`src/wsm_pkg.sv`:
```
`default_nettype none
// ----------------------------------------------------------------------------
// wsm_pkg
// shared types, widths, constants and helper functions of the wedge mask
// ----------------------------------------------------------------------------
package wsm_pkg;

    localparam int MAX_DIM         = 1024;
    localparam int SAMPLE_WIDTH    = 32;
    localparam int ANGLE_FRAC_BITS = 4;

    localparam int COORD_W = $clog2(MAX_DIM);
    localparam int DIM_W   = COORD_W + 1;
    localparam int DX_W    = COORD_W + 1;

    localparam int ACC_FRAC     = 12;
    localparam int PRESHIFT     = 16;
    localparam int CORDIC_STEPS = 16;
    localparam int CW           = COORD_W + PRESHIFT + 3;
    localparam int ZW           = 20;
    localparam int ATAN_W       = 18;

    localparam int SQ_W   = 2 * COORD_W;
    localparam int R2_W   = SQ_W + 1;
    localparam int ANG_W  = 13;
    localparam int DIFF_W = ANG_W + 1;
    localparam int ABS_W  = DIFF_W - 2;
    localparam int HALF_W = 11;
    localparam int RAD_W  = 10;
    localparam int Q_W    = 11;

    localparam int HALF_TURN    = 180 << ANGLE_FRAC_BITS;
    localparam int FULL_TURN    = 360 << ANGLE_FRAC_BITS;
    localparam int QUARTER_TURN = 90 << ANGLE_FRAC_BITS;
    localparam int Z_LIMIT      = 90 << ACC_FRAC;
    localparam int RND_SHIFT    = ACC_FRAC - ANGLE_FRAC_BITS;
    localparam int RND_HALF     = 1 << (RND_SHIFT - 1);

    localparam logic signed [DIFF_W-1:0] DIFF_HALF = DIFF_W'(HALF_TURN);
    localparam logic signed [DIFF_W-1:0] DIFF_FULL = DIFF_W'(FULL_TURN);

    // configuration register indexes
    localparam int CFG_IDX_W  = 3;
    localparam int CFG_DATA_W = 13;
    localparam logic [CFG_IDX_W-1:0] CFG_IMAGE_WIDTH  = 3'd0;
    localparam logic [CFG_IDX_W-1:0] CFG_IMAGE_HEIGHT = 3'd1;
    localparam logic [CFG_IDX_W-1:0] CFG_CENTER_ANGLE = 3'd2;
    localparam logic [CFG_IDX_W-1:0] CFG_HALF_ANGLE   = 3'd3;
    localparam logic [CFG_IDX_W-1:0] CFG_SYMMETRIC    = 3'd4;
    localparam logic [CFG_IDX_W-1:0] CFG_WEDGE_RADIUS = 3'd5;

    // arctangent of 2^-i in 1/4096 degree
    localparam logic [ATAN_W-1:0] ATAN_TAB [CORDIC_STEPS] = '{
        18'd184320, 18'd108810, 18'd57492, 18'd29184,
        18'd14649,  18'd7331,   18'd3667,  18'd1833,
        18'd917,    18'd458,    18'd229,   18'd115,
        18'd57,     18'd29,     18'd14,    18'd7
    };

    typedef struct packed {
        logic        [COORD_W-1:0]      col;
        logic        [COORD_W-1:0]      row;
        logic signed [SAMPLE_WIDTH-1:0] in_real;
        logic signed [SAMPLE_WIDTH-1:0] in_imag;
    } t_in;

    typedef struct packed {
        logic signed [SAMPLE_WIDTH-1:0] out_real;
        logic signed [SAMPLE_WIDTH-1:0] out_imag;
        logic                           masked;
    } t_out;

    typedef struct packed {
        logic signed [CW-1:0] x;
        logic signed [CW-1:0] y;
        logic signed [ZW-1:0] z;
    } t_cordic;

    typedef struct packed {
        logic signed [SAMPLE_WIDTH-1:0] re;
        logic signed [SAMPLE_WIDTH-1:0] im;
        logic                           sx;
        logic                           sy;
        logic                           ax0;
        logic                           ay0;
        logic                           dc;
        logic        [SQ_W-1:0]         sqx;
        logic        [SQ_W-1:0]         sqy;
    } t_side;

    typedef struct packed {
        logic signed [ANG_W-1:0]  ctr;
        logic signed [ANG_W-1:0]  opp;
        logic        [HALF_W-1:0] half;
        logic                     sym;
        logic                     rad_en;
        logic        [SQ_W-1:0]   lim;
    } t_wedge_cfg;

    // arithmetic right shift that truncates toward zero
    function automatic logic signed [CW-1:0] shr_trunc(
        input logic signed [CW-1:0] v,
        input int unsigned          s
    );
        logic [CW-1:0] mag;
        mag = v[CW-1] ? CW'(-v) : CW'(v);
        mag = mag >> s;
        return v[CW-1] ? -$signed(mag) : $signed(mag);
    endfunction

    // fold an angle difference back into (-180, 180] degrees
    function automatic logic signed [DIFF_W-1:0] wrap_diff(
        input logic signed [DIFF_W-1:0] d
    );
        logic signed [DIFF_W-1:0] r;
        r = d;
        if (d <= -DIFF_HALF) begin
            r = d + DIFF_FULL;
        end else if (d > DIFF_HALF) begin
            r = d - DIFF_FULL;
        end
        return r;
    endfunction

endpackage
`default_nettype wire

```
`src/wsm_cordic_stage.sv`:
```
`default_nettype none
// ----------------------------------------------------------------------------
// wsm_cordic_stage
// one registered vectoring step of the angle cordic
// ----------------------------------------------------------------------------
module wsm_cordic_stage #(
    parameter int STEP = 0
) (
    input  logic             i_clk,
    input  logic             i_rst_n,
    input  logic             i_en,
    input  logic             i_vld,
    input  wsm_pkg::t_cordic i_cordic,
    input  wsm_pkg::t_side   i_side,
    output logic             o_vld,
    output wsm_pkg::t_cordic o_cordic,
    output wsm_pkg::t_side   o_side
);
    import wsm_pkg::*;

    logic              r_vld;
    t_cordic           r_cordic;
    t_side             r_side;
    t_cordic           n_cordic;
    logic signed [CW-1:0] w_xs;
    logic signed [CW-1:0] w_ys;
    logic signed [ZW-1:0] w_ang;

    always_comb begin
        w_xs  = shr_trunc(i_cordic.x, STEP);
        w_ys  = shr_trunc(i_cordic.y, STEP);
        w_ang = $signed({{(ZW-ATAN_W){1'b0}}, ATAN_TAB[STEP]});
        // rotate toward the x axis
        if (!i_cordic.y[CW-1] && (i_cordic.y != '0)) begin
            n_cordic.x = i_cordic.x + w_ys;
            n_cordic.y = i_cordic.y - w_xs;
            n_cordic.z = i_cordic.z + w_ang;
        end else begin
            n_cordic.x = i_cordic.x - w_ys;
            n_cordic.y = i_cordic.y + w_xs;
            n_cordic.z = i_cordic.z - w_ang;
        end
    end

    always_ff @(posedge i_clk) begin
        if (!i_rst_n) begin
            r_vld <= 1'b0;
        end else if (i_en) begin
            r_vld <= i_vld;
        end
    end

    always_ff @(posedge i_clk) begin
        if (i_en) begin
            r_cordic <= n_cordic;
            r_side   <= i_side;
        end
    end

    assign o_vld    = r_vld;
    assign o_cordic = r_cordic;
    assign o_side   = r_side;

endmodule
`default_nettype wire

```
`config.mk`:
```
export PLATFORM = sky130hd
export DESIGN_NAME = wsm_cordic_stage
export DESIGN_NICKNAME = d
export VERILOG_FILES = /design/src/wsm_pkg.sv /design/src/wsm_cordic_stage.sv
export SDC_FILE = /design/constraint.sdc
export NUM_CORES = 1
export LEC_CHECK = 0
export BUFFER_PORTS_ARGS = -buffer_cell sky130_fd_sc_hd__buf_2
export CAP_MARGIN = 20
export CORE_MARGIN = 4
export CORE_UTILIZATION = 49
export DETAILED_ROUTE_END_ITERATION = 7
export PLACE_DENSITY_LB_ADDON = 0.25
export SKIP_CTS_REPAIR_TIMING = 1
export SLEW_MARGIN = 5
export SYNTH_ARGS = -nofsm -noshare
export SYNTH_HDL_FRONTEND = slang
export SYNTH_SLANG_ARGS = --single-unit
```
`constraint.sdc`:
```
create_clock -name i_clk -period 7.2 [get_ports i_clk]
set_input_delay 0.36 -clock i_clk [delete_from_list [all_inputs] [get_ports i_clk]]
set_output_delay 0.36 -clock i_clk [all_outputs]
set_load 0.005 [all_outputs]
```
# After elaboration in Yosys (flattened, before gate mapping)
# Index checks and enable logic that the tools add are counted.
dict set report op_classes {
  muxes 5
  addsub 10
  reduce_logical 3
}
# cell count
set ops {}
lappend ops {{$mux W29} 4}
lappend ops {{$neg A29 Y29} 4}
lappend ops {{$mux W78} 1}
lappend ops {{$add A29 B29 Y29} 2}
lappend ops {{$sub A29 B29 Y29} 2}
lappend ops {{$reduce_bool A29 Y1} 1}
lappend ops {{$add A20 B19 Y20 const B} 1}
lappend ops {{$sub A20 B19 Y20 const B} 1}
lappend ops {{$logic_and A1 B1 Y1} 1}
lappend ops {{$logic_not A1 Y1} 1}
dict set report word_totals {
  input_bits 191
  out_inout_bits 188
  register_bits 188
}

# Logic depth before layout (Yosys ltp)
dict set report logic_depth {
  word_depth 6
  mapped_depth 30
  mapped_depth_nobuf 27
}

# Worst setup path after synthesis
# No wires, ideal clock.
dict set report synth_timing {
  path_kind {input to register}
  start {in i_cordic[20] (netlist name)}
  end {reg r_cordic (netlist bit o_cordic[77]), data pin}
  setup_time_ns 0.268
  setup_slack_ns 0.592
  t_required_ns 6.932
  arrival_ns 6.340
  cell_stages 28
  cell_sequence {buf_2 > inv_1 > ha_1 > or3b_2 > a221oi_1 > and3_1 > o311ai_0 > a21oi_1 > o21ai_0 > a211oi_1 > and3_1 > or4b_4 > o21ai_2 > nor3b_1 > a21oi_1 > ha_1 > a21o_1 > a21oi_1 > o21ai_0 > a21oi_1 > o311ai_0 > nand3_1 > a31oi_1 > a21oi_1 > nor2b_1 > o21ai_0 > a21oi_1 > xnor3_1}
}
# element line
set synth_lines {}
lappend synth_lines {{start, declared} wsm_cordic_stage.sv:13} ;# input wsm_pkg::t_cordic i_cordic,
lappend synth_lines {{end signal, assigned} wsm_cordic_stage.sv:55} ;# r_cordic <= n_cordic;
lappend synth_lines {{end, declared} wsm_cordic_stage.sv:22} ;# t_cordic r_cordic;

==> out/metrics.cfg <==
[status]
status = finished clean

[final_layout]
post_route_cells_drive_above_1_share_pct = 29.1
seq_area_sq_um = 5610
final_net_count = 2108
fillers = 2387
fin_util_pct = 61.9
multi_input_comb_area_sq_um = 8000
area_growth_pct = 23.7

[drt]
route.detailed.drc = 0
detail_route.wirelength_um = 45800
vias_after_detailed_routing = 13100
detail_route.vias_per_cell = 5.85
drtAntennaViolNets = 0
wl_per_cell_um = 20.4
pre_repair_dr_iteration_count = 5
drt_iter0_drc = 1266

[critical_path]
rr_worst_depth = 2
setup.worst_path.start_class = primary input
r2r_end = o_vld$_SDFFE_PN0P_
ff2ff_setup_slack_ns = 6.53
worst_path_dominant_cell_family = compound AO/OA/AOI/OAI gates
worstSetupPathType = in -> reg
critical_path.reg2reg.startpoint = o_vld$_SDFFE_PN0P_
worstPathRequired_ns = 7.38
critical-path-slowest-cell = sky130_fd_sc_hd__or4b_2
setup.worst_path.start = i_cordic[21]
path_max_fanout = 7
crit_top_cell = sky130_fd_sc_hd__a21oi_1
critical-path-max-stage-delay_ns = 0.69
end_kind = register
worstPathBufferInverterCount = 5
timing.critical_path.arrival_ns = 6.84

[grt]
grt_overflow = 0
grt_util_all_layers_pct = 27.7
largest_net_degree_at_the_start_of_global_routing = 101
grt_pass1_vias = 12300
global_route_wire_length_before_repair_um = 68400
antenna_found_initial = 6

[floorplan]
die_height_um = 177
die-area_sq_um = 31300
floorplan.io_pins = 379
die_width_um = 177
initial_utilization_pct = 50.1
design.core.area_sq_um = 27900
rows = 61

[logic_synthesis]
synth_top_family_by_area = simple AND/OR/NAND/NOR gates
synthesis.area_sq_um = 14000
synth-async-reset-ratio_pct = 0
yosys.area_share.adder_pct = 6.42
yosys-top-cells-area = sky130_fd_sc_hd__edfxtp_1 40%, sky130_fd_sc_hd__xnor2_1 8.2%, sky130_fd_sc_hd__ha_1 6.0%
synth_compound_area_share_pct = 17.4
yosysUniqueCellTypes = 89
synth_enable_flop_cells = 186
synthDominantAreaCellType = sky130_fd_sc_hd__edfxtp_1
synth-simple-area-share_pct = 18.8
synth_cells = 1431
yosys_warnings = 0
synth.area.mux_share_pct = 1.68
synth_fp_nets = 1692
number_of_synthesized_register_bits = 187
synth_seq_area_share_pct = 40.1
synth_flop_cell = sky130_fd_sc_hd__edfxtp_1
post_synth_most_frequent_cells = 186 x sky130_fd_sc_hd__edfxtp_1, 131 x sky130_fd_sc_hd__xnor2_1, 103 x sky130_fd_sc_hd__nor2_1
synth.top_cell.area_share_pct = 39.9
synth_xor_area_share_pct = 12.8
synthesis.area_per_instance_sq_um = 9.77
yosysMostFrequentCell = sky130_fd_sc_hd__edfxtp_1

[clock_network]
clock_tree_from_tritoncts = done
clk-insertion-delay-late_ns = 0.43
clockRootBuffer = sky130_fd_sc_hd__clkbuf_16
clkTransAtPathRegs_ns = 0.08
clock_sink_count = 187
clk_path_buf_depth = 2
cts.htree.levels = 4
number_of_clock_buffers_inserted_by_tritoncts = 17

[timing]
finalSetupViolCount = 0
final_period_minus_worst_setup_slack_ns = 6.66
tightestPinTransition_ns = 1.07
worst_clock_skew_ns = 0
slew_headroom_pct = 28.5
final-max-slew-violation-count = 0
timing.fmax_mhz = 150
rsz0062_at_grt = no
final_min_period_over_clock_period_pct = 92.4
totalNegativeSetupSlack_ns = 0
final_hold_viol_count = 0

[placement]
io_buffer_count = 378
place_congestion = 0.954
dp.final_hpwl_um = 36500

[hold_path]
hold_depth = 1
hp-start = i_side[25]
min_delay_worst_endpoint = o_side[25]$_DFFE_PP_
min-delay-path-class = in -> reg

[power]
leakage_nw = 7.01
irDropWorstVdd_uv = 130
pd_cells_nw_per_um2 = 203

[flow_run]
max-cap-violations = 0

-- power by group --
group / switching [W] / internal, W / total [W]
Clock: 0.000463 / 0.000465 / 0.000927
Combinational: 0.000656 / 0.000496 / 0.00115
Sequential: 0.0000386 / 0.00139 / 0.00143
-- cells in the final DEF, fill, tap and decap left out, types with 10 or more instances in the layout --
cell type                   count
sky130_fd_sc_hd__inv_1         35
sky130_fd_sc_hd__mux2i_1       19
sky130_fd_sc_hd__or3_1         24
sky130_fd_sc_hd__xnor2_1      131
sky130_fd_sc_hd__o31ai_1       20
sky130_fd_sc_hd__nor2_1       103
sky130_fd_sc_hd__buf_2        377
sky130_fd_sc_hd__ha_1          67
sky130_fd_sc_hd__clkbuf_16     17
sky130_fd_sc_hd__nand2b_1      19
sky130_fd_sc_hd__a21oi_1       88
sky130_fd_sc_hd__nor4_1        29
sky130_fd_sc_hd__nor2b_1       18
sky130_fd_sc_hd__a211oi_1      19
sky130_fd_sc_hd__o21bai_1      11
sky130_fd_sc_hd__a31oi_1       19
sky130_fd_sc_hd__and2_1        11
sky130_fd_sc_hd__or2_2         19
sky130_fd_sc_hd__a41oi_1       10
sky130_fd_sc_hd__buf_4         81
sky130_fd_sc_hd__o41ai_1       10
sky130_fd_sc_hd__nand3_1       39
sky130_fd_sc_hd__and3_1        16
sky130_fd_sc_hd__nand4_1       18
sky130_fd_sc_hd__a21o_1        23
sky130_fd_sc_hd__edfxtp_1     186
sky130_fd_sc_hd__xor2_1        68
sky130_fd_sc_hd__nor3_1        55
sky130_fd_sc_hd__nand2_1      100
sky130_fd_sc_hd__o21ai_0       70
-- flip-flops by register name, indices dropped and copies added, names as in the netlist --
signal    cells
o_cordic     77
o_side      109
o_vld         1
-- per-layer routing --
metal	track usage [%]	part of all wire [%]	up-vias
li1	-	-	6248
met1	36.1	41	6247
met2	47.2	48	519
met3	4.68	7.6	82
met4	8.77	2.9	6
met5	0	0.098	-
-- how the worst max path moves through the flow --
stage	endpoint	slack, ns	cells past startpoint
after floorplan	o_cordic[77]$_DFFE_PP_	0.59	28
after global placement	o_cordic[77]$_DFFE_PP_	0.18	31
after detailed placement	o_cordic[77]$_DFFE_PP_	0.10	29
after CTS	o_cordic[77]$_DFFE_PP_	0.54	29
after global routing	o_cordic[77]$_DFFE_PP_	0.02	30
final	o_cordic[77]$_DFFE_PP_	0.54	31
-- cells by family (layout without fill, tap and decap cells) --
logic type / count (synthesis) / in the layout
muxes: 23 / 23
AOI/OAI and AO/OA: 356 / 356
xor gates and xnor gates: 201 / 201
other: 0 / 3
and+or+nand+nor: 496 / 496
buffers and inverters: 98 / 527
DFF: 187 / 187
adders and majority gates: 70 / 70
-- per-stage QoR --
step	hold slack, ns	worst slack (ns)	area, sq um	instances	power (W)
floorplan	0.459	0.592	14000	1431	0.00212
detailed placement	0.538	0.101	16700	2206	0.00259
finish	0.0929	0.545	17300	2241	0.00351
global placement	0.536	0.180	16700	2206	0.00257
global route	0.0724	0.0186	17300	2240	0.00369
CTS	0.0795	0.537	17300	2238	0.00352
-- area by class of cell --
cell class | count | share of cell area (%)
clock inverter | 14 | 0.868
timing repair buffer | 459 | 14.5
multi-input combinational | 1146 | 46.2
inverter | 36 | 0.781
tap | 378 | 2.73
sequential | 187 | 32.4
clock buffer | 18 | 2.48
antenna | 3 | 0.0434
Note: power is estimated with default switching activity, not from simulation.
