$ cat src/wsm_pkg.sv
`default_nettype none
// ----------------------------------------------------------------------------
// wsm_pkg
// shared types, widths, constants and helper functions of the wedge mask
// ----------------------------------------------------------------------------
package wsm_pkg;

    localparam int MAX_DIM         = 1024;
    localparam int SAMPLE_WIDTH    = 32;
    localparam int ANGLE_FRAC_BITS = 4;

    localparam int COORD_W = $clog2(MAX_DIM);
    localparam int DIM_W   = COORD_W + 1;
    localparam int DX_W    = COORD_W + 1;

    localparam int ACC_FRAC     = 12;
    localparam int PRESHIFT     = 16;
    localparam int CORDIC_STEPS = 16;
    localparam int CW           = COORD_W + PRESHIFT + 3;
    localparam int ZW           = 20;
    localparam int ATAN_W       = 18;

    localparam int SQ_W   = 2 * COORD_W;
    localparam int R2_W   = SQ_W + 1;
    localparam int ANG_W  = 13;
    localparam int DIFF_W = ANG_W + 1;
    localparam int ABS_W  = DIFF_W - 2;
    localparam int HALF_W = 11;
    localparam int RAD_W  = 10;
    localparam int Q_W    = 11;

    localparam int HALF_TURN    = 180 << ANGLE_FRAC_BITS;
    localparam int FULL_TURN    = 360 << ANGLE_FRAC_BITS;
    localparam int QUARTER_TURN = 90 << ANGLE_FRAC_BITS;
    localparam int Z_LIMIT      = 90 << ACC_FRAC;
    localparam int RND_SHIFT    = ACC_FRAC - ANGLE_FRAC_BITS;
    localparam int RND_HALF     = 1 << (RND_SHIFT - 1);

    localparam logic signed [DIFF_W-1:0] DIFF_HALF = DIFF_W'(HALF_TURN);
    localparam logic signed [DIFF_W-1:0] DIFF_FULL = DIFF_W'(FULL_TURN);

    // configuration register indexes
    localparam int CFG_IDX_W  = 3;
    localparam int CFG_DATA_W = 13;
    localparam logic [CFG_IDX_W-1:0] CFG_IMAGE_WIDTH  = 3'd0;
    localparam logic [CFG_IDX_W-1:0] CFG_IMAGE_HEIGHT = 3'd1;
    localparam logic [CFG_IDX_W-1:0] CFG_CENTER_ANGLE = 3'd2;
    localparam logic [CFG_IDX_W-1:0] CFG_HALF_ANGLE   = 3'd3;
    localparam logic [CFG_IDX_W-1:0] CFG_SYMMETRIC    = 3'd4;
    localparam logic [CFG_IDX_W-1:0] CFG_WEDGE_RADIUS = 3'd5;

    // arctangent of 2^-i in 1/4096 degree
    localparam logic [ATAN_W-1:0] ATAN_TAB [CORDIC_STEPS] = '{
        18'd184320, 18'd108810, 18'd57492, 18'd29184,
        18'd14649,  18'd7331,   18'd3667,  18'd1833,
        18'd917,    18'd458,    18'd229,   18'd115,
        18'd57,     18'd29,     18'd14,    18'd7
    };

    typedef struct packed {
        logic        [COORD_W-1:0]      col;
        logic        [COORD_W-1:0]      row;
        logic signed [SAMPLE_WIDTH-1:0] in_real;
        logic signed [SAMPLE_WIDTH-1:0] in_imag;
    } t_in;

    typedef struct packed {
        logic signed [SAMPLE_WIDTH-1:0] out_real;
        logic signed [SAMPLE_WIDTH-1:0] out_imag;
        logic                           masked;
    } t_out;

    typedef struct packed {
        logic signed [CW-1:0] x;
        logic signed [CW-1:0] y;
        logic signed [ZW-1:0] z;
    } t_cordic;

    typedef struct packed {
        logic signed [SAMPLE_WIDTH-1:0] re;
        logic signed [SAMPLE_WIDTH-1:0] im;
        logic                           sx;
        logic                           sy;
        logic                           ax0;
        logic                           ay0;
        logic                           dc;
        logic        [SQ_W-1:0]         sqx;
        logic        [SQ_W-1:0]         sqy;
    } t_side;

    typedef struct packed {
        logic signed [ANG_W-1:0]  ctr;
        logic signed [ANG_W-1:0]  opp;
        logic        [HALF_W-1:0] half;
        logic                     sym;
        logic                     rad_en;
        logic        [SQ_W-1:0]   lim;
    } t_wedge_cfg;

    // arithmetic right shift that truncates toward zero
    function automatic logic signed [CW-1:0] shr_trunc(
        input logic signed [CW-1:0] v,
        input int unsigned          s
    );
        logic [CW-1:0] mag;
        mag = v[CW-1] ? CW'(-v) : CW'(v);
        mag = mag >> s;
        return v[CW-1] ? -$signed(mag) : $signed(mag);
    endfunction

    // fold an angle difference back into (-180, 180] degrees
    function automatic logic signed [DIFF_W-1:0] wrap_diff(
        input logic signed [DIFF_W-1:0] d
    );
        logic signed [DIFF_W-1:0] r;
        r = d;
        if (d <= -DIFF_HALF) begin
            r = d + DIFF_FULL;
        end else if (d > DIFF_HALF) begin
            r = d - DIFF_FULL;
        end
        return r;
    endfunction

endpackage
`default_nettype wire

$ cat src/wsm_decide.sv
`default_nettype none
// ----------------------------------------------------------------------------
// wsm_decide
// angle rounding, quadrant fold, wedge and radius tests, output register
// ----------------------------------------------------------------------------
module wsm_decide (
    input  logic                i_clk,
    input  logic                i_rst_n,
    input  logic [3:0]          i_en,
    input  logic                i_vld,
    input  wsm_pkg::t_cordic    i_cordic,
    input  wsm_pkg::t_side      i_side,
    input  wsm_pkg::t_wedge_cfg i_cfg,
    output logic [3:0]          o_vld,
    output wsm_pkg::t_out       o_data
);
    import wsm_pkg::*;

    logic [3:0]               r_vld;
    // stage 1: quadrant angle and radius squared
    logic [Q_W-1:0]           r_p1_q;
    logic [R2_W-1:0]          r_p1_r2;
    t_side                    r_p1_side;
    // stage 2: full angle and radius test
    logic signed [ANG_W-1:0]  r_p2_theta;
    logic                     r_p2_far;
    t_side                    r_p2_side;
    // stage 3: wedge test
    logic                     r_p3_wedge;
    logic                     r_p3_far;
    t_side                    r_p3_side;
    // stage 4: result
    t_out                     r_out;

    logic [ZW-2:0]            w_zc;
    logic [ZW-1:0]            w_zr;
    logic [Q_W-1:0]           n_q;
    logic signed [ANG_W-1:0]  w_mir;
    logic signed [ANG_W-1:0]  n_theta;
    logic signed [DIFF_W-1:0] w_d1;
    logic signed [DIFF_W-1:0] w_d2;
    logic [ABS_W-1:0]         w_a1;
    logic [ABS_W-1:0]         w_a2;
    logic                     n_wedge;
    logic                     w_hit;

    // clamp to [0, 90 degrees] and round half up to the angle unit; points on an axis get 0 or 90 degrees
    always_comb begin
        if (i_cordic.z[ZW-1]) begin
            w_zc = '0;
        end else if (i_cordic.z[ZW-2:0] > (ZW-1)'(Z_LIMIT)) begin
            w_zc = (ZW-1)'(Z_LIMIT);
        end else begin
            w_zc = i_cordic.z[ZW-2:0];
        end
        w_zr = {1'b0, w_zc} + ZW'(RND_HALF);
        if (i_side.ay0) begin
            n_q = '0;
        end else if (i_side.ax0) begin
            n_q = Q_W'(QUARTER_TURN);
        end else begin
            n_q = w_zr[RND_SHIFT +: Q_W];
        end
    end

    // mirror for negative dx, negate for negative dy
    always_comb begin
        w_mir = r_p1_side.sx ? ANG_W'(HALF_TURN) - $signed({2'b00, r_p1_q})
                             : $signed({2'b00, r_p1_q});
        n_theta = r_p1_side.sy ? -w_mir : w_mir;
    end

    always_comb begin
        w_d1 = wrap_diff({r_p2_theta[ANG_W-1], r_p2_theta} - {i_cfg.ctr[ANG_W-1], i_cfg.ctr});
        w_d2 = wrap_diff({r_p2_theta[ANG_W-1], r_p2_theta} - {i_cfg.opp[ANG_W-1], i_cfg.opp});
        w_a1 = w_d1[DIFF_W-1] ? ABS_W'(-w_d1) : ABS_W'(w_d1);
        w_a2 = w_d2[DIFF_W-1] ? ABS_W'(-w_d2) : ABS_W'(w_d2);
        n_wedge = (w_a1 <= ABS_W'(i_cfg.half)) ||
                  (i_cfg.sym && (w_a2 <= ABS_W'(i_cfg.half)));
    end

    assign w_hit = !r_p3_side.dc && r_p3_wedge && !r_p3_far;

    always_ff @(posedge i_clk) begin
        if (!i_rst_n) begin
            r_vld <= '0;
        end else begin
            if (i_en[0]) begin
                r_vld[0] <= i_vld;
            end
            if (i_en[1]) begin
                r_vld[1] <= r_vld[0];
            end
            if (i_en[2]) begin
                r_vld[2] <= r_vld[1];
            end
            if (i_en[3]) begin
                r_vld[3] <= r_vld[2];
            end
        end
    end

    always_ff @(posedge i_clk) begin
        if (i_en[0]) begin
            r_p1_q    <= n_q;
            r_p1_r2   <= {1'b0, i_side.sqx} + {1'b0, i_side.sqy};
            r_p1_side <= i_side;
        end
        if (i_en[1]) begin
            r_p2_theta <= n_theta;
            r_p2_far   <= i_cfg.rad_en && (r_p1_r2 > {1'b0, i_cfg.lim});
            r_p2_side  <= r_p1_side;
        end
        if (i_en[2]) begin
            r_p3_wedge <= n_wedge;
            r_p3_far   <= r_p2_far;
            r_p3_side  <= r_p2_side;
        end
        if (i_en[3]) begin
            r_out.out_real <= w_hit ? '0 : r_p3_side.re;
            r_out.out_imag <= w_hit ? '0 : r_p3_side.im;
            r_out.masked   <= w_hit;
        end
    end

    assign o_vld  = r_vld;
    assign o_data = r_out;

endmodule
`default_nettype wire

$ cat config.mk
export PLATFORM = sky130hd
export DESIGN_NAME = wsm_decide
export DESIGN_NICKNAME = d
export VERILOG_FILES = /design/src/wsm_pkg.sv /design/src/wsm_decide.sv
export SDC_FILE = /design/constraint.sdc
export NUM_CORES = 1
export LEC_CHECK = 0
export ABC_AREA = 1
export BUFFER_PORTS_ARGS = -buffer_cell sky130_fd_sc_hd__buf_2
export CAP_MARGIN = 20
export CORE_MARGIN = 5
export CORE_UTILIZATION = 35
export DETAILED_ROUTE_END_ITERATION = 6
export PLACE_DENSITY = 0.51
export SETUP_SLACK_MARGIN = 0.3
export SYNTH_ARGS = -nofsm -noshare
export SYNTH_HDL_FRONTEND = slang
export SYNTH_SLANG_ARGS = --single-unit
$ cat constraint.sdc
create_clock -name i_clk -period 4.4 [get_ports i_clk]
set_clock_uncertainty 0.05 [all_clocks]
set_input_delay 0.44 -clock i_clk [delete_from_list [all_inputs] [get_ports i_clk]]
set_output_delay 0.44 -clock i_clk [all_outputs]
set_load 0.01 [all_outputs]
---- Word level (Yosys, flattened, before mapping) ----
Index checks and enable logic that the tools add are counted.
storage, ports and cells
  bits in registers ....................... 314
  input bits .............................. 253
  output and inout bits ................... 69
  word-level logic and storage cells ...... 64
operators by class
  add/subtract/negate cells ............... 12
  order comparisons ....................... 8
  muxes and demuxes ....................... 11
  reductions and logical operators ........ 8
operator list
  cell                    count
  $mux 14                 4
  $mux 19                 2
  $add 14x14->14 const B  2
  $gt 14x13->1 const B    2
  $le 14x13->1 const B    2
  $sub 13x13->14          2
  $sub 14x14->14 const B  2
  $mux 13                 2
  $le 12x11->1            2
  $mux 12                 2
  $neg 12->12             2
  $add 20x20->21          1
  $gt 21x20->1            1
  $add 19x8->19 const B   1
  $gt 19x19->1 const B    1
  $neg 13->13             1
  $sub 12x11->13 const A  1
  $mux 11                 1
  $logic_and 1x1->1       4
  $logic_not 1->1         2
  $reduce_or 2->1         1
  $logic_or 1x1->1        1

---- Logic depth before layout (Yosys ltp) ----
  word-level depth ........................ 9
  gate-level depth with buffers ........... 34

---- Least setup slack after synthesis ----
No wires, ideal clock.
  path type ............................... in2reg
  start point ............................. input i_cfg[33] (netlist name)
  end point ............................... register r_p3_wedge (data pin)
  arrival ................................. 3.659 ns
  path slack .............................. 0.439 ns
  stages .................................. 26
  path buffers ............................ 1
  cells stage by stage .................... ha_1 -> inv_1 -> fa_1 -> inv_1 -> ha_1 -> inv_1 -> nor2_1 -> nand3_1 -> nor2_1 -> o21ai_0 -> nand2_1 -> nand2_2 -> a211oi_1 -> nor2_2 -> buf_6 -> nand2_1 -> xor2_1 -> inv_1 -> ha_1 -> nand2_1 -> o21a_1 -> o221a_2 -> o211ai_1 -> nand2_1 -> nand2_1 -> nand2_1
between the ends
  cells in the longest elaborated chain, start to end .. 9
  elaborated cells between the ends (all ways) .. 12
  those cells by class .................... 4 x add/sub; 3 x order compare; 3 x mux; 2 x reduce/logical
RTL lines
  element                                                RTL line                        source
  start: declaration                                     wsm_decide.sv:13                input wsm_pkg::t_wedge_cfg i_cfg,
  $sub 13x13->14 (*)                                     wsm_decide.sv:75                w_d2 = wrap_diff({r_p2_theta[ANG_W-1], r_p2_theta} - {i_cfg.opp[ANG_W-1], i_cfg.opp});
  $sub 14x14->14 / $gt 14x13->1 (equally long branches)  wsm_pkg.sv:120, wsm_pkg.sv:119
  $mux 14                                                wsm_pkg.sv:119                  end else if (d > DIFF_HALF) begin
  $mux 14 (*)                                            wsm_pkg.sv:117                  if (d <= -DIFF_HALF) begin
  $neg 12->12                                            wsm_decide.sv:77                w_a2 = w_d2[DIFF_W-1] ? ABS_W'(-w_d2) : ABS_W'(w_d2);
  $mux 12 (*)                                            wsm_decide.sv:77
  $le 12x11->1 (*)                                       wsm_decide.sv:79                (i_cfg.sym && (w_a2 <= ABS_W'(i_cfg.half)));
  $logic_and 1x1->1 (*)                                  wsm_decide.sv:79
  $logic_or 1x1->1 (*)                                   wsm_decide.sv:78                n_wedge = (w_a1 <= ABS_W'(i_cfg.half)) ||
  via n_wedge                                            wsm_decide.sv:44                logic n_wedge;
  end signal: assignment                                 wsm_decide.sv:115               r_p3_wedge <= n_wedge;
  end: declaration                                       wsm_decide.sv:29                logic r_p3_wedge;
Mark *: on every way through the listed nets, which the timed path passes. The rest lies on a longest branch.
A chain may end at the register's enable or synchronous reset.

---- Worst setup path after layout ----
  start point ............................. register r_p2_theta[1]
  end point ............................... register r_p3_wedge (data pin)
between the ends
  cells in the longest elaborated chain, start to end .. 9
  elaborated cells between the ends (all ways) .. 22
  those cells by class .................... 8 x add/sub; 6 x order compare; 6 x mux; 2 x reduce/logical
RTL lines
  element                                                RTL line                        source
  start: declaration                                     wsm_decide.sv:25                logic signed [ANG_W-1:0] r_p2_theta;
  start signal: assignment                               wsm_decide.sv:110               r_p2_theta <= n_theta;
  $sub 13x13->14                                         wsm_decide.sv:75
  $sub 14x14->14 / $gt 14x13->1 (equally long branches)  wsm_pkg.sv:120, wsm_pkg.sv:119
  $mux 14                                                wsm_pkg.sv:119
  $mux 14                                                wsm_pkg.sv:117
  $neg 12->12                                            wsm_decide.sv:77
  $mux 12                                                wsm_decide.sv:77
  $le 12x11->1                                           wsm_decide.sv:79
  $logic_and 1x1->1                                      wsm_decide.sv:79
  $logic_or 1x1->1 (*)                                   wsm_decide.sv:78
  via n_wedge                                            wsm_decide.sv:44
Marked as above.

==> results.tsv <==
stage	metric	value	unit
worst_hold_path	hp-start	i_side[104]	
timing	fmax	233	MHz
timing	worst_pin_slew	0.932	ns
pwr	power.leakage	9.35	nW
logic_synthesis	synth.area.top_cells	edfxtp_1 (60%), nand2_1 (7.8%), ha_1 (7.7%)	
setup_path	cp-start-kind	register	
final_layout	fin_nets	2228	
setup_path	r2r_cells	26	
logic_synthesis	ys_warn_count	0	
grt	grt_max_degree	70	
placed_design	hpwl	25700	um
logic_synthesis	synth.largest_area_cell	edfxtp_1	
logic_synthesis	netlist_area	15600	sq um
cts	cts_tree	done	
worst_hold_path	hp-class	input pin to register	
setup_path	worstReg2RegEnd	r_p3_wedge	
floorplanning	dieArea	48800	sq um
setup_path	worstReg2RegStart	r_p2_theta[1]	
cts	clk_latency	0.53	ns
timing	drv_slew	0	
final_layout	drive_gt1_frac	0.264	
drt	wl_per_cell	13.7	um
pwr	peakVddDrop	0.225	mV
drt	ant_nets	0	
timing	fin_crit_sh	0.977	
logic_synthesis	synth_enable_flop_cells	310	
grt	grt_first_pass_wirelength	54800	um
floorplanning	io_pins	322	
logic_synthesis	synth_cell_types	52	
timing	rsz0062_at_grt	yes	
setup_path	crit_path_max_fanout	5	
logic_synthesis	seq_area_frac_synth	0.603	
drt	vias	10900	
placed_design	gp_congestion	0.837	
pwr	finalPower	9.62	mW
flow_run	drv_cap	0	
floorplanning	die_h	221	um
setup_path	worstPathArrival	4.52	ns
logic_synthesis	yosys.area_share.simple	0.158	
final_layout	area_growth	29.7	%
cts	htreeDepth	2	
floorplanning	rows	77	
logic_synthesis	synth_top_area_frac	0.597	
setup_path	ff2ff_setup_slack	0.10	ns
cts	cts-buffers-inserted	35	
setup_path	worstSetupStartpoint	r_p2_theta[1]	
grt	grt_overflow	0	
cts	cts_buffer_depth	3	
floorplanning	die_w	221	um
logic_synthesis	synth_compound_area_frac	0.0508	
final_layout	stdcell_count	2493	
setup_path	cp-endpoint	r_p3_wedge	
logic_synthesis	synthAdderAreaFrac	0.0809	
logic_synthesis	synth-xor-area-share	0.0365	
logic_synthesis	yosysMostFrequentCell	nand2_1	
setup_path	critical_path_class	register to register	
drt	drc	0	
pwr	power_density	476	nW/um^2
logic_synthesis	synth_common_cells	nand2_1 (322), edfxtp_1 (310), inv_1 (278)	
placed_design	port_buffers	263	
timing	setup-violations-final	0	
floorplanning	start_util	0.353	
logic_synthesis	synth_top_family_by_area	simple AND/OR/NAND/NOR gates	
timing	period_needed	4.30	ns
drt	via_per_inst	4.38	
logic_synthesis	ys_seq_elements	314	
timing	fin_worst_hold_slack	0.0456	ns
timing	finalHoldViolCount	0	
logic_synthesis	synth.area.mux_share	0	
setup_path	cp.required	4.63	ns
setup_path	worstSetupEndpointType	register	
cts	clk_pin_slew_worst_paths	0.07	ns
grt	first_global_vias	10700	
cts	cts_sinks	314	
drt	finalWirelength	34200	um
cts	root_buffer	clkbuf_16	
logic_synthesis	synth_area_per_cell	10.6	sq um
placed_design	placed_cells	2355	
timing	tns	0	ns
logic_synthesis	syn_nets	1822	
logic_synthesis	syn_inst	1470	
floorplanning	core_area	44100	sq um
logic_synthesis	ys.flop_type	edfxtp_1	
logic_synthesis	synthArstFlopShare	0	
run_status	status	complete, no violations	
final_layout	diodes	0	
drt	dr.first_iter.drc_count	454	
timing	relSlewSlack	0.379	
drt	dr.pass1.iters	5	
grt	grt_antenna_before_repair	2	
grt	grt_usage	0.137	
## registers in the layout (all words and copies together), names as in the netlist, 4 cells and up
| name | count |
|---|---|
| o_data | 65 |
| o_vld | 4 |
| r_p1_q | 11 |
| r_p1_r2 | 21 |
| r_p1_side | 67 |
| r_p2_side | 65 |
| r_p2_theta | 13 |
| r_p3_side | 65 |
## where the power goes
group          internal (mW)  switching, mW
clock                   1.80           1.14
combinational           1.29           1.70
sequential              3.61         0.0844
total                   6.70           2.93
## cell families after synthesis
logic type                 Yosys count
and+or+nand+nor                    563
DFF                                314
buffers and inverters              294
AOI/OAI and AO/OA                  136
adders and majority gates           99
xor gates and xnor gates            64
## stage by stage
stage | area (sq um) | utilization | worst slack [ns]
6_report | 20200 | 0.458 | 0.103
5_1_grt | 20200 | 0.458 | -0.122
4_1_cts | 19800 | 0.449 | 0.161
3_5_place_dp | 17900 | 0.406 | -0.186
3_3_place_gp | 17900 | 0.406 | -0.0357
2_1_floorplan | 15600 | - | 0.439
## final cells by class
cell class                      count  area [sq um]
Clock buffer                       43           927
Clock inverter                     19           234
Fill cell                        4224         23900
Inverter                          285          1080
Multi-Input combinational cell    862          5520
Sequential cell                   314          9390
Tap cell                          592           741
Timing Repair Buffer              378          2320
## timing repair
action,CTS,global route
hold endpoints to repair,47,0
resized for setup,39,65
endpoints found under the setup margin,1,1
pin swaps,18,43
setup buffers,14,15
hold buffers,47,0
## worst max-delay path: stages (launching register included)
cell and delay [ns]:
edfxtp_1 0.53, buf_4 0.21, fa_2 0.38, nand2_4 0.09, nand2_4 0.06, nand3_2 0.09, nand2_1 0.08, nand2_1 0.09
nand2_2 0.09, inv_2 0.08, ha_2 0.18, nor2_2 0.05, nand2_1 0.08, a21oi_1 0.07, o21a_1 0.22, nor2_4 0.20
inv_2 0.08, a21oi_2 0.12, xor2_1 0.16, inv_1 0.07, ha_1 0.27, nand4_1 0.11, o221a_2 0.28, o211ai_1 0.17
nand2_1 0.08, nand2_2 0.08, nand2_1 0.06
## cells in the final DEF (no fill, tap or decap), drive strengths merged, types with 6 or more instances in the layout
cell	count
nand3b	6
clkbuf	43
o21bai	8
ha	96
a21oi	71
or2	6
nand3	72
nand4	17
nor2	90
nand2	343
buf	331
xor2	50
o21ai	33
inv	286
clkinv	12
dlygate4sd3	47
nor3	20
edfxtp	310
xnor2	14
## layer usage
metal | wire length (um) | GRT usage | vias to the layer above
met5 | 30 | 0 | -
met4 | 826 | 0.0430 | 4
met3 | 1990 | 0.0354 | 59
met2 | 16000 | 0.225 | 250
met1 | 15300 | 0.177 | 4904
li1 | - | - | 5702
## how the worst min path moves through the flow
| stage | to | cells past startpoint |
|---|---|---|
| 2_1_floorplan | r_p2_side[100] | 0 |
| 6_report | r_p1_side[104] | 1 |
| 3_3_place_gp | r_p3_side[89] | 0 |
| 5_1_grt | r_p1_side[56] | 1 |
| 4_1_cts | r_p1_side[77] | 1 |
| 3_5_place_dp | r_p2_side[53] | 0 |
(Power assumes the default switching activity.)
