## config.mk

```make
export PLATFORM = sky130hd
export DESIGN_NAME = wsm_prep
export DESIGN_NICKNAME = d
export VERILOG_FILES = /design/src/wsm_pkg.sv /design/src/wsm_prep.sv
export SDC_FILE = /design/constraint.sdc
export NUM_CORES = 1
export LEC_CHECK = 0
export ABC_AREA = 1
export ABC_CLOCK_PERIOD_IN_PS = 7800
export BUFFER_PORTS_ARGS = -buffer_cell sky130_fd_sc_hd__buf_2
export CAP_MARGIN = 20
export CORE_MARGIN = 3
export CORE_UTILIZATION = 60
export CTS_CLUSTER_DIAMETER = 120
export DETAILED_ROUTE_END_ITERATION = 16
export HOLD_SLACK_MARGIN = 0.12
export PLACE_DENSITY = 0.85
export SLEW_MARGIN = 20
export SYNTH_ARGS = -nofsm -noshare
export SYNTH_HDL_FRONTEND = slang
export SYNTH_SLANG_ARGS = --single-unit
```

## constraint.sdc

```tcl
create_clock -name i_clk -period 7.8 [get_ports i_clk]
set_clock_uncertainty 0.05 [all_clocks]
set_input_delay 1.17 -clock i_clk [delete_from_list [all_inputs] [get_ports i_clk]]
set_output_delay 1.17 -clock i_clk [all_outputs]
set_load 0.01 [all_outputs]
```

## src/wsm_pkg.sv

```systemverilog
`default_nettype none
// ----------------------------------------------------------------------------
// wsm_pkg
// shared types, widths, constants and helper functions of the wedge mask
// ----------------------------------------------------------------------------
package wsm_pkg;

    localparam int MAX_DIM         = 1024;
    localparam int SAMPLE_WIDTH    = 32;
    localparam int ANGLE_FRAC_BITS = 4;

    localparam int COORD_W = $clog2(MAX_DIM);
    localparam int DIM_W   = COORD_W + 1;
    localparam int DX_W    = COORD_W + 1;

    localparam int ACC_FRAC     = 12;
    localparam int PRESHIFT     = 16;
    localparam int CORDIC_STEPS = 16;
    localparam int CW           = COORD_W + PRESHIFT + 3;
    localparam int ZW           = 20;
    localparam int ATAN_W       = 18;

    localparam int SQ_W   = 2 * COORD_W;
    localparam int R2_W   = SQ_W + 1;
    localparam int ANG_W  = 13;
    localparam int DIFF_W = ANG_W + 1;
    localparam int ABS_W  = DIFF_W - 2;
    localparam int HALF_W = 11;
    localparam int RAD_W  = 10;
    localparam int Q_W    = 11;

    localparam int HALF_TURN    = 180 << ANGLE_FRAC_BITS;
    localparam int FULL_TURN    = 360 << ANGLE_FRAC_BITS;
    localparam int QUARTER_TURN = 90 << ANGLE_FRAC_BITS;
    localparam int Z_LIMIT      = 90 << ACC_FRAC;
    localparam int RND_SHIFT    = ACC_FRAC - ANGLE_FRAC_BITS;
    localparam int RND_HALF     = 1 << (RND_SHIFT - 1);

    localparam logic signed [DIFF_W-1:0] DIFF_HALF = DIFF_W'(HALF_TURN);
    localparam logic signed [DIFF_W-1:0] DIFF_FULL = DIFF_W'(FULL_TURN);

    // configuration register indexes
    localparam int CFG_IDX_W  = 3;
    localparam int CFG_DATA_W = 13;
    localparam logic [CFG_IDX_W-1:0] CFG_IMAGE_WIDTH  = 3'd0;
    localparam logic [CFG_IDX_W-1:0] CFG_IMAGE_HEIGHT = 3'd1;
    localparam logic [CFG_IDX_W-1:0] CFG_CENTER_ANGLE = 3'd2;
    localparam logic [CFG_IDX_W-1:0] CFG_HALF_ANGLE   = 3'd3;
    localparam logic [CFG_IDX_W-1:0] CFG_SYMMETRIC    = 3'd4;
    localparam logic [CFG_IDX_W-1:0] CFG_WEDGE_RADIUS = 3'd5;

    // arctangent of 2^-i in 1/4096 degree
    localparam logic [ATAN_W-1:0] ATAN_TAB [CORDIC_STEPS] = '{
        18'd184320, 18'd108810, 18'd57492, 18'd29184,
        18'd14649,  18'd7331,   18'd3667,  18'd1833,
        18'd917,    18'd458,    18'd229,   18'd115,
        18'd57,     18'd29,     18'd14,    18'd7
    };

    typedef struct packed {
        logic        [COORD_W-1:0]      col;
        logic        [COORD_W-1:0]      row;
        logic signed [SAMPLE_WIDTH-1:0] in_real;
        logic signed [SAMPLE_WIDTH-1:0] in_imag;
    } t_in;

    typedef struct packed {
        logic signed [SAMPLE_WIDTH-1:0] out_real;
        logic signed [SAMPLE_WIDTH-1:0] out_imag;
        logic                           masked;
    } t_out;

    typedef struct packed {
        logic signed [CW-1:0] x;
        logic signed [CW-1:0] y;
        logic signed [ZW-1:0] z;
    } t_cordic;

    typedef struct packed {
        logic signed [SAMPLE_WIDTH-1:0] re;
        logic signed [SAMPLE_WIDTH-1:0] im;
        logic                           sx;
        logic                           sy;
        logic                           ax0;
        logic                           ay0;
        logic                           dc;
        logic        [SQ_W-1:0]         sqx;
        logic        [SQ_W-1:0]         sqy;
    } t_side;

    typedef struct packed {
        logic signed [ANG_W-1:0]  ctr;
        logic signed [ANG_W-1:0]  opp;
        logic        [HALF_W-1:0] half;
        logic                     sym;
        logic                     rad_en;
        logic        [SQ_W-1:0]   lim;
    } t_wedge_cfg;

    // arithmetic right shift that truncates toward zero
    function automatic logic signed [CW-1:0] shr_trunc(
        input logic signed [CW-1:0] v,
        input int unsigned          s
    );
        logic [CW-1:0] mag;
        mag = v[CW-1] ? CW'(-v) : CW'(v);
        mag = mag >> s;
        return v[CW-1] ? -$signed(mag) : $signed(mag);
    endfunction

    // fold an angle difference back into (-180, 180] degrees
    function automatic logic signed [DIFF_W-1:0] wrap_diff(
        input logic signed [DIFF_W-1:0] d
    );
        logic signed [DIFF_W-1:0] r;
        r = d;
        if (d <= -DIFF_HALF) begin
            r = d + DIFF_FULL;
        end else if (d > DIFF_HALF) begin
            r = d - DIFF_FULL;
        end
        return r;
    endfunction

endpackage
`default_nettype wire

```

## src/wsm_prep.sv

```systemverilog
`default_nettype none
// ----------------------------------------------------------------------------
// wsm_prep
// offset from center, magnitudes, squares and cordic start vector
// ----------------------------------------------------------------------------
module wsm_prep (
    input  logic                         i_clk,
    input  logic                         i_rst_n,
    input  logic [1:0]                   i_en,
    input  logic                         i_vld,
    input  wsm_pkg::t_in                 i_data,
    input  logic [wsm_pkg::COORD_W-1:0]  i_ctr_col,
    input  logic [wsm_pkg::COORD_W-1:0]  i_ctr_row,
    output logic [1:0]                   o_vld,
    output wsm_pkg::t_cordic             o_cordic,
    output wsm_pkg::t_side               o_side
);
    import wsm_pkg::*;

    logic                          r_vld1;
    logic                          r_vld2;
    logic signed [DX_W-1:0]        r_dx;
    logic signed [DX_W-1:0]        r_dy;
    logic signed [SAMPLE_WIDTH-1:0] r_re1;
    logic signed [SAMPLE_WIDTH-1:0] r_im1;
    logic [COORD_W-1:0]            r_ax;
    logic [COORD_W-1:0]            r_ay;
    t_side                         r_side;

    logic signed [DX_W-1:0]        n_dx;
    logic signed [DX_W-1:0]        n_dy;
    logic [DX_W-1:0]               w_adx;
    logic [DX_W-1:0]               w_ady;
    logic signed [2*DX_W-1:0]      w_sqx;
    logic signed [2*DX_W-1:0]      w_sqy;

    assign n_dx = $signed({1'b0, i_data.col}) - $signed({1'b0, i_ctr_col});
    assign n_dy = $signed({1'b0, i_data.row}) - $signed({1'b0, i_ctr_row});

    assign w_adx = r_dx[DX_W-1] ? DX_W'(-r_dx) : DX_W'(r_dx);
    assign w_ady = r_dy[DX_W-1] ? DX_W'(-r_dy) : DX_W'(r_dy);
    assign w_sqx = r_dx * r_dx;
    assign w_sqy = r_dy * r_dy;

    always_ff @(posedge i_clk) begin
        if (!i_rst_n) begin
            r_vld1 <= 1'b0;
            r_vld2 <= 1'b0;
        end else begin
            if (i_en[0]) begin
                r_vld1 <= i_vld;
            end
            if (i_en[1]) begin
                r_vld2 <= r_vld1;
            end
        end
    end

    always_ff @(posedge i_clk) begin
        if (i_en[0]) begin
            r_dx  <= n_dx;
            r_dy  <= n_dy;
            r_re1 <= i_data.in_real;
            r_im1 <= i_data.in_imag;
        end
        if (i_en[1]) begin
            r_ax       <= w_adx[COORD_W-1:0];
            r_ay       <= w_ady[COORD_W-1:0];
            r_side.re  <= r_re1;
            r_side.im  <= r_im1;
            r_side.sx  <= r_dx[DX_W-1];
            r_side.sy  <= r_dy[DX_W-1];
            r_side.ax0 <= (r_dx == '0);
            r_side.ay0 <= (r_dy == '0);
            r_side.dc  <= (r_dx == '0) && (r_dy == '0);
            r_side.sqx <= w_sqx[SQ_W-1:0];
            r_side.sqy <= w_sqy[SQ_W-1:0];
        end
    end

    always_comb begin
        o_cordic.x = $signed({{(CW-COORD_W-PRESHIFT){1'b0}}, r_ax, {PRESHIFT{1'b0}}});
        o_cordic.y = $signed({{(CW-COORD_W-PRESHIFT){1'b0}}, r_ay, {PRESHIFT{1'b0}}});
        o_cordic.z = '0;
    end

    assign o_side = r_side;
    assign o_vld  = {r_vld2, r_vld1};

endmodule
`default_nettype wire

```

==> Word-level counts from Yosys, hierarchy flattened <==
Cells that the tools add are included.
{ "totals": {"out_inout_bits": 189, "ff_bits": 217, "inputBits": 109, "wordCells": 28} }
{ "op_classes": {"n_mux": 2, "reduce_logical": 3, "n_addsub": 4, "mul": 2} }
{ "op_table": {"columns": ["cell", "count"], "rows": [
  ["$mul A11 B11 Y20", 2],
  ["$logic_not A11 Y1", 2],
  ["$sub A10 B10 Y11", 2],
  ["$mux W10", 2],
  ["$neg A10 Y10", 2],
  ["$logic_and A1 B1 Y1", 1]
]} }

==> Depth between registers and ports, before layout <==
Gate-level depths: netlist (run 1).
{ "depth": {"ltp_word": 2, "mapped_depth": 24, "mapped_depth_nobuf": 22} }

==> Least setup slack after synthesis (run 1) <==
Ideal clock, no wire load.
{ "synth_path": {"path_type": "reg2reg", "startpoint": "register r_dy[10]", "endpoint": "register r_side (netlist bit o_side[19]), data pin", "path_stages_with_launch": 20, "setup_time_ps": 252, "slack_ps": 2978, "arrival_time_ps": 4520, "period_less_slack_ps": 4822, "required_ps": 7498, "path_buffers": 2, "path_cell_list": "edfxtp_1 > buf_4 > clkbuf_1 > nand2_1 > fa_1 > inv_1 > fa_1 > inv_1 > fa_1 > inv_1 > fa_1 > fa_1 > ha_1 > nand2_1 > o21ai_0 > a21oi_1 > nand2_1 > inv_1 > nand2_1 > nand2_1"} }
{ "synth_between": {"elab_chain_cells": 1} }
{ "synth_rtl": {"columns": ["element", "line_no", "text"], "rows": [
  ["from (decl)", "wsm_prep.sv:23", "logic signed [DX_W-1:0] r_dy;"],
  ["from (signal assigned)", "wsm_prep.sv:62", "r_dy <= n_dy;"],
  ["$mul A11 B11 Y20", "wsm_prep.sv:43", "assign w_sqy = r_dy * r_dy;"],
  ["named net w_sqy[19]", "wsm_prep.sv:35", "logic signed [2*DX_W-1:0] w_sqy;"],
  ["to (decl)", "wsm_prep.sv:28", "t_side r_side;"]
]} }
The timed path passes the listed nets, and every way through them passes these cells.
A chain may end at the register's enable or synchronous reset.

==> Worst setup path after layout (run 1) <==
{ "layout_path": {"startpoint": "register r_dx[10]", "endpoint": "register r_side (netlist bit o_side[38]), data pin"} }
{ "layout_between": {"elab_chain_cells": 1} }
{ "layout_rtl": {"columns": ["element", "line_no", "text"], "rows": [
  ["from (decl)", "wsm_prep.sv:22", "logic signed [DX_W-1:0] r_dx;"],
  ["from (signal assigned)", "wsm_prep.sv:61", "r_dx <= n_dx;"],
  ["$mul A11 B11 Y20", "wsm_prep.sv:42", "assign w_sqx = r_dx * r_dx;"],
  ["named net w_sqx[18]", "wsm_prep.sv:34", "logic signed [2*DX_W-1:0] w_sqx;"]
]} }
The timed path passes the listed nets, and every way through them passes these cells.

==> results of run 1 <==
[path summary, 6_finish.rpt]
path | to | slack, ps
max | o_side[38] | 2380
min | o_side[105] | 360
max reg2reg | o_side[38] | 2380
min reg2reg | o_side[105] | 360
[through the flow]
step	hold WS, ps	setup WS, ps	area (um2)
5_1_grt	371	1990	18500
2_1_floorplan	350	2980	16700
3_5_place_dp	355	2420	17800
6_report	362	2380	18500
4_1_cts	365	2410	18500
3_3_place_gp	351	2570	17800
[worst max-delay path, cell delays in order, from the launching register on]
cell and delay, ps:
edfxtp_1 850, inv_1 340, nor2_1 250, xnor2_1 100
ha_1 200, a31o_2 230, fa_1 520, fa_1 440
fa_1 500, inv_1 50, fa_1 470, inv_1 40
ha_1 330, a21oi_1 260, o21bai_1 170, a21oi_1 220
nand2_1 70, nand2_1 60, nand2_1 40
[state kept, by name (all words and copies together), names as in the netlist]
signal,cells
r_vld2,1
r_dx,11
r_dy,11
r_ay,10
r_ax,10
r_re1,32
r_vld1,1
r_im1,32
o_side,105
[routing by layer]
metal | up-vias | wire, um | track usage (%)
met5 | - | 8 | 0
met3 | 53 | 3190 | 4.73
met4 | 2 | 773 | 6.14
met2 | 472 | 17600 | 42.3
met1 | 5378 | 13400 | 29.9
li1 | 5197 | - | -
[final cells by class]
| type | count | area [um2] |
|---|---|---|
| clock buffer | 27 | 591 |
| clock inverter | 15 | 189 |
| fill | 1995 | 8480 |
| inverter | 399 | 1500 |
| multi-input combinational | 939 | 8260 |
| sequential | 213 | 6380 |
| tap | 341 | 427 |
| timing repair buffer | 238 | 1210 |
[cells by family after synthesis]
kind of cell,after synthesis,share of synthesized area (%)
buf+inv,490,12.7
other cells,1,0.0227
fa+ha+maj,298,31.2
simple gates,417,10.6
xor+xnor,65,3.49
flops,213,38.6
compound gates,99,3.38
[layout by cell type (no fill, tap or decap), drive strengths merged, types with 7 or more instances in the layout]
master | synthesis | routed
edfxtp | 211 | 211
fa | 190 | 190
ha | 108 | 108
nand3 | 37 | 37
clkbuf | 21 | 27
nand3b | 7 | 7
nand4 | 7 | 7
xnor2 | 14 | 14
buf | 70 | 238
o21ai | 28 | 28
clkinv | 0 | 8
conb | 1 | 60
inv | 399 | 400
xor2 | 51 | 51
nor2 | 67 | 67
nand2 | 289 | 289
a21oi | 56 | 56
==> results.json, run 1 <==
{
  "cp-start-kind": "flop",
  "wl_per_cell_um": 16.1,
  "worstPathRequired_ps": 8030,
  "cts.clk_slew.worst_paths_ps": 60,
  "cts_buffers": 23,
  "cts.sinks": 213,
  "fp.dieH_um": 172,
  "yosysSeqAreaShare_pct": 38.6,
  "clk_latency_ps": 520,
  "fin_crit_sh_pct": 69.4,
  "cts_root_buf": "clkbuf_16",
  "ctsHoldBuffers": 0,
  "via_per_inst": 5.11,
  "dpl.hpwl_um": 28100,
  "diodes": 0,
  "setup_viol": 0,
  "synthArstFlopShare_pct": 0,
  "synthTopCellsByArea": "edfxtp_1 (38%), fa_1 (23%), inv_1 (9.0%), ha_1 (8.2%), nand2_1 (6.3%)",
  "drt_pass1_iterations": 5,
  "cts_tree": "done",
  "max_clock_freq_mhz": 185,
  "maxCapViolCount": 0,
  "relSlewSlack_pct": 32.6,
  "synth.distinct_cells": 42,
  "start_util_pct": 61.1,
  "core_region_area_um2": 27000,
  "ys_top_cells_by_count": "inv_1 (397), nand2_1 (278), edfxtp_1 (211)",
  "synth_top_area_cell": "edfxtp_1",
  "ys_ff_latch": 213,
  "cp_max_fo": 26,
  "dp_cells": 2130,
  "hold_depth": 0,
  "syn_avg_cell_area_um2": 10.4,
  "holdCritStartpoint": "r_re1[28]",
  "ant_nets": 0,
  "io_buffers": 237,
  "stdcell_count": 2172,
  "regToRegStartpoint": "r_dx[10]",
  "worstMarginPinSlew_ps": 1010,
  "ctsHtreeMaxLevel": 1,
  "gp_congestion": 0.928,
  "end_kind": "flop",
  "synth_edf_count": 211,
  "globalRouteOverflowTotal": 0,
  "clockBufferDepth": 3,
  "drive_gt1_share_pct": 16.8,
  "yosys.area.top_type_share_pct": 38.4,
  "wl_um": 35000,
  "yosysMostFrequentCell": "inv_1",
  "finalHoldViolations": 0,
  "grt_max_degree": 89,
  "netlist_area_um2": 16500,
  "syn-instance-count": 1583,
  "ctsResizeCount": 0,
  "die-area_um2": 29500,
  "worstPathArrival_ps": 5640,
  "final.setup.tns_ps": 0,
  "grt_usage_pct": 23.7,
  "antenna_found_initial": 1,
  "dr_total_vias": 11100,
  "final_nets": 2221,
  "grt_pass1_vias": 11400,
  "syn2layout_area_growth_pct": 12.4,
  "criticalPathCategory": "flop to flop",
  "yosys_warnings": 0,
  "rows": 60,
  "drc": 0,
  "grt_pass1_wl_um": 55600,
  "die_x_um": 172,
  "status": "complete, no violations",
  "synthFlopType": "edfxtp_1",
  "drt-initial-drc-count": 691,
  "fin_crit_ps": 5420,
  "startpoint": "r_dx[10]",
  "holdCritPathClass": "flop to flop",
  "ios": 298,
  "fin_util_pct": 68.6,
  "cts_setup_buffers": 0,
  "r2r_cells": 18,
  "slew_violations": 0,
  "rsz0062_at_grt": "no"
}
Power of run 1 is not shown: default switching activity piles up to over one toggle a cycle in this logic, so the estimate is an artifact.
==> inputs of run 2 (changes only) <==
--- a/config.mk
+++ b/config.mk
@@ -6,15 +6,15 @@
 export NUM_CORES = 1
 export LEC_CHECK = 0
 export ABC_AREA = 1
-export ABC_CLOCK_PERIOD_IN_PS = 7800
+export ABC_CLOCK_PERIOD_IN_PS = 5300
 export BUFFER_PORTS_ARGS = -buffer_cell sky130_fd_sc_hd__buf_2
 export CAP_MARGIN = 20
 export CORE_MARGIN = 3
-export CORE_UTILIZATION = 60
+export CORE_UTILIZATION = 58
 export CTS_CLUSTER_DIAMETER = 120
 export DETAILED_ROUTE_END_ITERATION = 16
 export HOLD_SLACK_MARGIN = 0.12
-export PLACE_DENSITY = 0.85
+export PLACE_DENSITY = 0.83
 export SLEW_MARGIN = 20
 export SYNTH_ARGS = -nofsm -noshare
 export SYNTH_HDL_FRONTEND = slang
==> constraint.sdc (replaced) <==
create_clock -name i_clk -period 5.3 [get_ports i_clk]
set_clock_uncertainty 0.05 [all_clocks]
set_input_delay 0.795 -clock i_clk [delete_from_list [all_inputs] [get_ports i_clk]]
set_output_delay 0.795 -clock i_clk [all_outputs]
set_load 0.01 [all_outputs]
==> run 2 against run 1 <==
  * Maximum frequency increased by 8.0%
  * Worst hold slack improved by 0.53 ps
  * Global-route usage about the same
  * Non-clock buffer count increased by 25
  * Largest cell class unchanged
==> results.json, run 2 (same netlist as run 1, synthesis figures left out) <==
{
  "die_x_um": 175,
  "drt_pass1_iterations": 6,
  "end_kind": "flop",
  "fin_crit_sh_pct": 94.7,
  "crit_path_top_delay_cell": "fa_1",
  "cts.clk_slew.worst_paths_ps": 60,
  "grt_usage_pct": 23.7,
  "slowest_delay_ps": 590,
  "globalRouteOverflowTotal": 0,
  "worstHoldEndpoint": "o_side[95]",
  "timing.rr.end": "o_side[18]",
  "path_common_cell": "fa_1",
  "ctsHtreeMaxLevel": 1,
  "finalHoldViolations": 0,
  "drc": 0,
  "grt_max_degree": 54,
  "cts_tree": "done",
  "path_cells": "buf_4 > nand2_1 > fa_1 > inv_1 > fa_1 > inv_1 > fa_1 > inv_1 > fa_1 > fa_1 > ha_1 > a21oi_1 > o21ai_0 > a21oi_1 > nand2_1 > nand2_1 > nand2_1",
  "fp.dieH_um": 175,
  "criticalPathCategory": "flop to flop",
  "cts_root_buf": "clkbuf_16",
  "wl_per_cell_um": 16.1,
  "largest_reg_flops": 105,
  "stdcell_count": 2230,
  "wl_um": 36000,
  "max_clock_freq_mhz": 199,
  "worstMarginPinSlew_ps": 693,
  "status": "complete, no violations",
  "final_cell_mix": "inv_1 (397), nand2_1 (278), buf_2 (235)",
  "dr_total_vias": 11200,
  "ios": 298,
  "regToRegStartpoint": "r_dy[10]",
  "rsz0062_at_grt": "no",
  "rows": 61,
  "cp-start-kind": "flop",
  "nFillCells": 2107,
  "grt_pass1_vias": 11400,
  "path_buf_inv": 4,
  "clk_latency_ps": 510,
  "antenna_found_initial": 1,
  "io_buffers": 237,
  "dp_cells": 2189,
  "setup_viol": 0,
  "holdCritStartpoint": "r_re1[18]",
  "r2r_cells": 17,
  "final_common_cell": "inv_1",
  "drive_gt1_share_pct": 17.9,
  "dpl.hpwl_um": 29100,
  "slew_violations": 0,
  "ctsHoldBuffers": 0,
  "cts_buffers": 22,
  "relSlewSlack_pct": 53.8,
  "holdCritPathClass": "flop to flop",
  "worstPathRequired_ps": 5510,
  "start_util_pct": 59.1,
  "maxCapViolCount": 0,
  "worstPathArrival_ps": 5220,
  "diodes": 0,
  "gp_congestion": 0.954,
  "hold_depth": 0,
  "clockBufferDepth": 3,
  "die-area_um2": 30500,
  "cp_top_family": "adder cells",
  "final_nets": 2245,
  "cts.sinks": 213,
  "grt_pass1_wl_um": 57400,
  "regToRegSetupSlack_ps": 280,
  "ant_nets": 0,
  "core_region_area_um2": 27900,
  "via_per_inst": 5.04,
  "cp_max_fo": 11,
  "final.setup.tns_ps": 0,
  "syn2layout_area_growth_pct": 13.3,
  "hold_slack_ps": 362,
  "fin_crit_ps": 5020,
  "drt-initial-drc-count": 784
}
-- run 2: changes by cell type in the layout (fill, tap and decap cells not counted), sizes merged --
cell	change
clkinvlp	-1
bufinv	-2
inv	+1
clkinv	+1
buf	+25
clkbuf	-3
-- run 2: layout make-up --
type | instances | area [um2] | area share [%]
multi-input combinational | 939 | 8260 | 44.2
sequential | 213 | 6380 | 34.1
inverter | 399 | 1500 | 8.01
timing repair buffer | 263 | 1390 | 7.41
clock buffer | 24 | 568 | 3.04
tap | 378 | 473 | 2.53
clock inverter | 14 | 143 | 0.762
-- run 2: what timing repair did --
action,4_1_cts,5_1_grt
endpoints found under the hold margin,0,0
resized for setup,0,1
setup buffers,0,3
setup endpoints to repair,0,5
-- run 2: worst max-delay path by stage --
stage          cells after the start      from    endpoint
2_1_floorplan                     19  r_dy[10]  o_side[19]
4_1_cts                           17  r_dx[10]  o_side[39]
6_report                          17  r_dy[10]  o_side[18]
3_3_place_gp                      17  r_dy[10]  o_side[18]
5_1_grt                           19   r_dy[9]  o_side[19]
3_5_place_dp                      17  r_dx[10]  o_side[39]
-- run 2: metrics by stage --
step / utilization, % / area [um2] / setup slack [ps]
2_1_floorplan: - / 16700 / 478
3_3_place_gp: 64.3 / 18000 / 241
5_1_grt: 67.0 / 18700 / 22.9
3_5_place_dp: 64.3 / 18000 / 216
6_report: 67.0 / 18700 / 282
4_1_cts: 66.9 / 18700 / 181
-- run 2: worst register-to-register path: cells and delay by family (launching register included) --
family | cells | cell delay (ps)
compound gates | 3 | 520
simple gates | 4 | 240
buf+inv | 4 | 490
fa+ha+maj | 6 | 2930
flops | 1 | 530
-- run 2: routing by layer --
| metal | track usage (%) | routed length, um |
|---|---|---|
| met1 | 31.7 | 14200 |
| met4 | 8.81 | 1420 |
| met2 | 39.6 | 17200 |
| met3 | 3.87 | 3160 |
| met5 | 0 | 0 |
Power of run 2 is left out for the same reason.
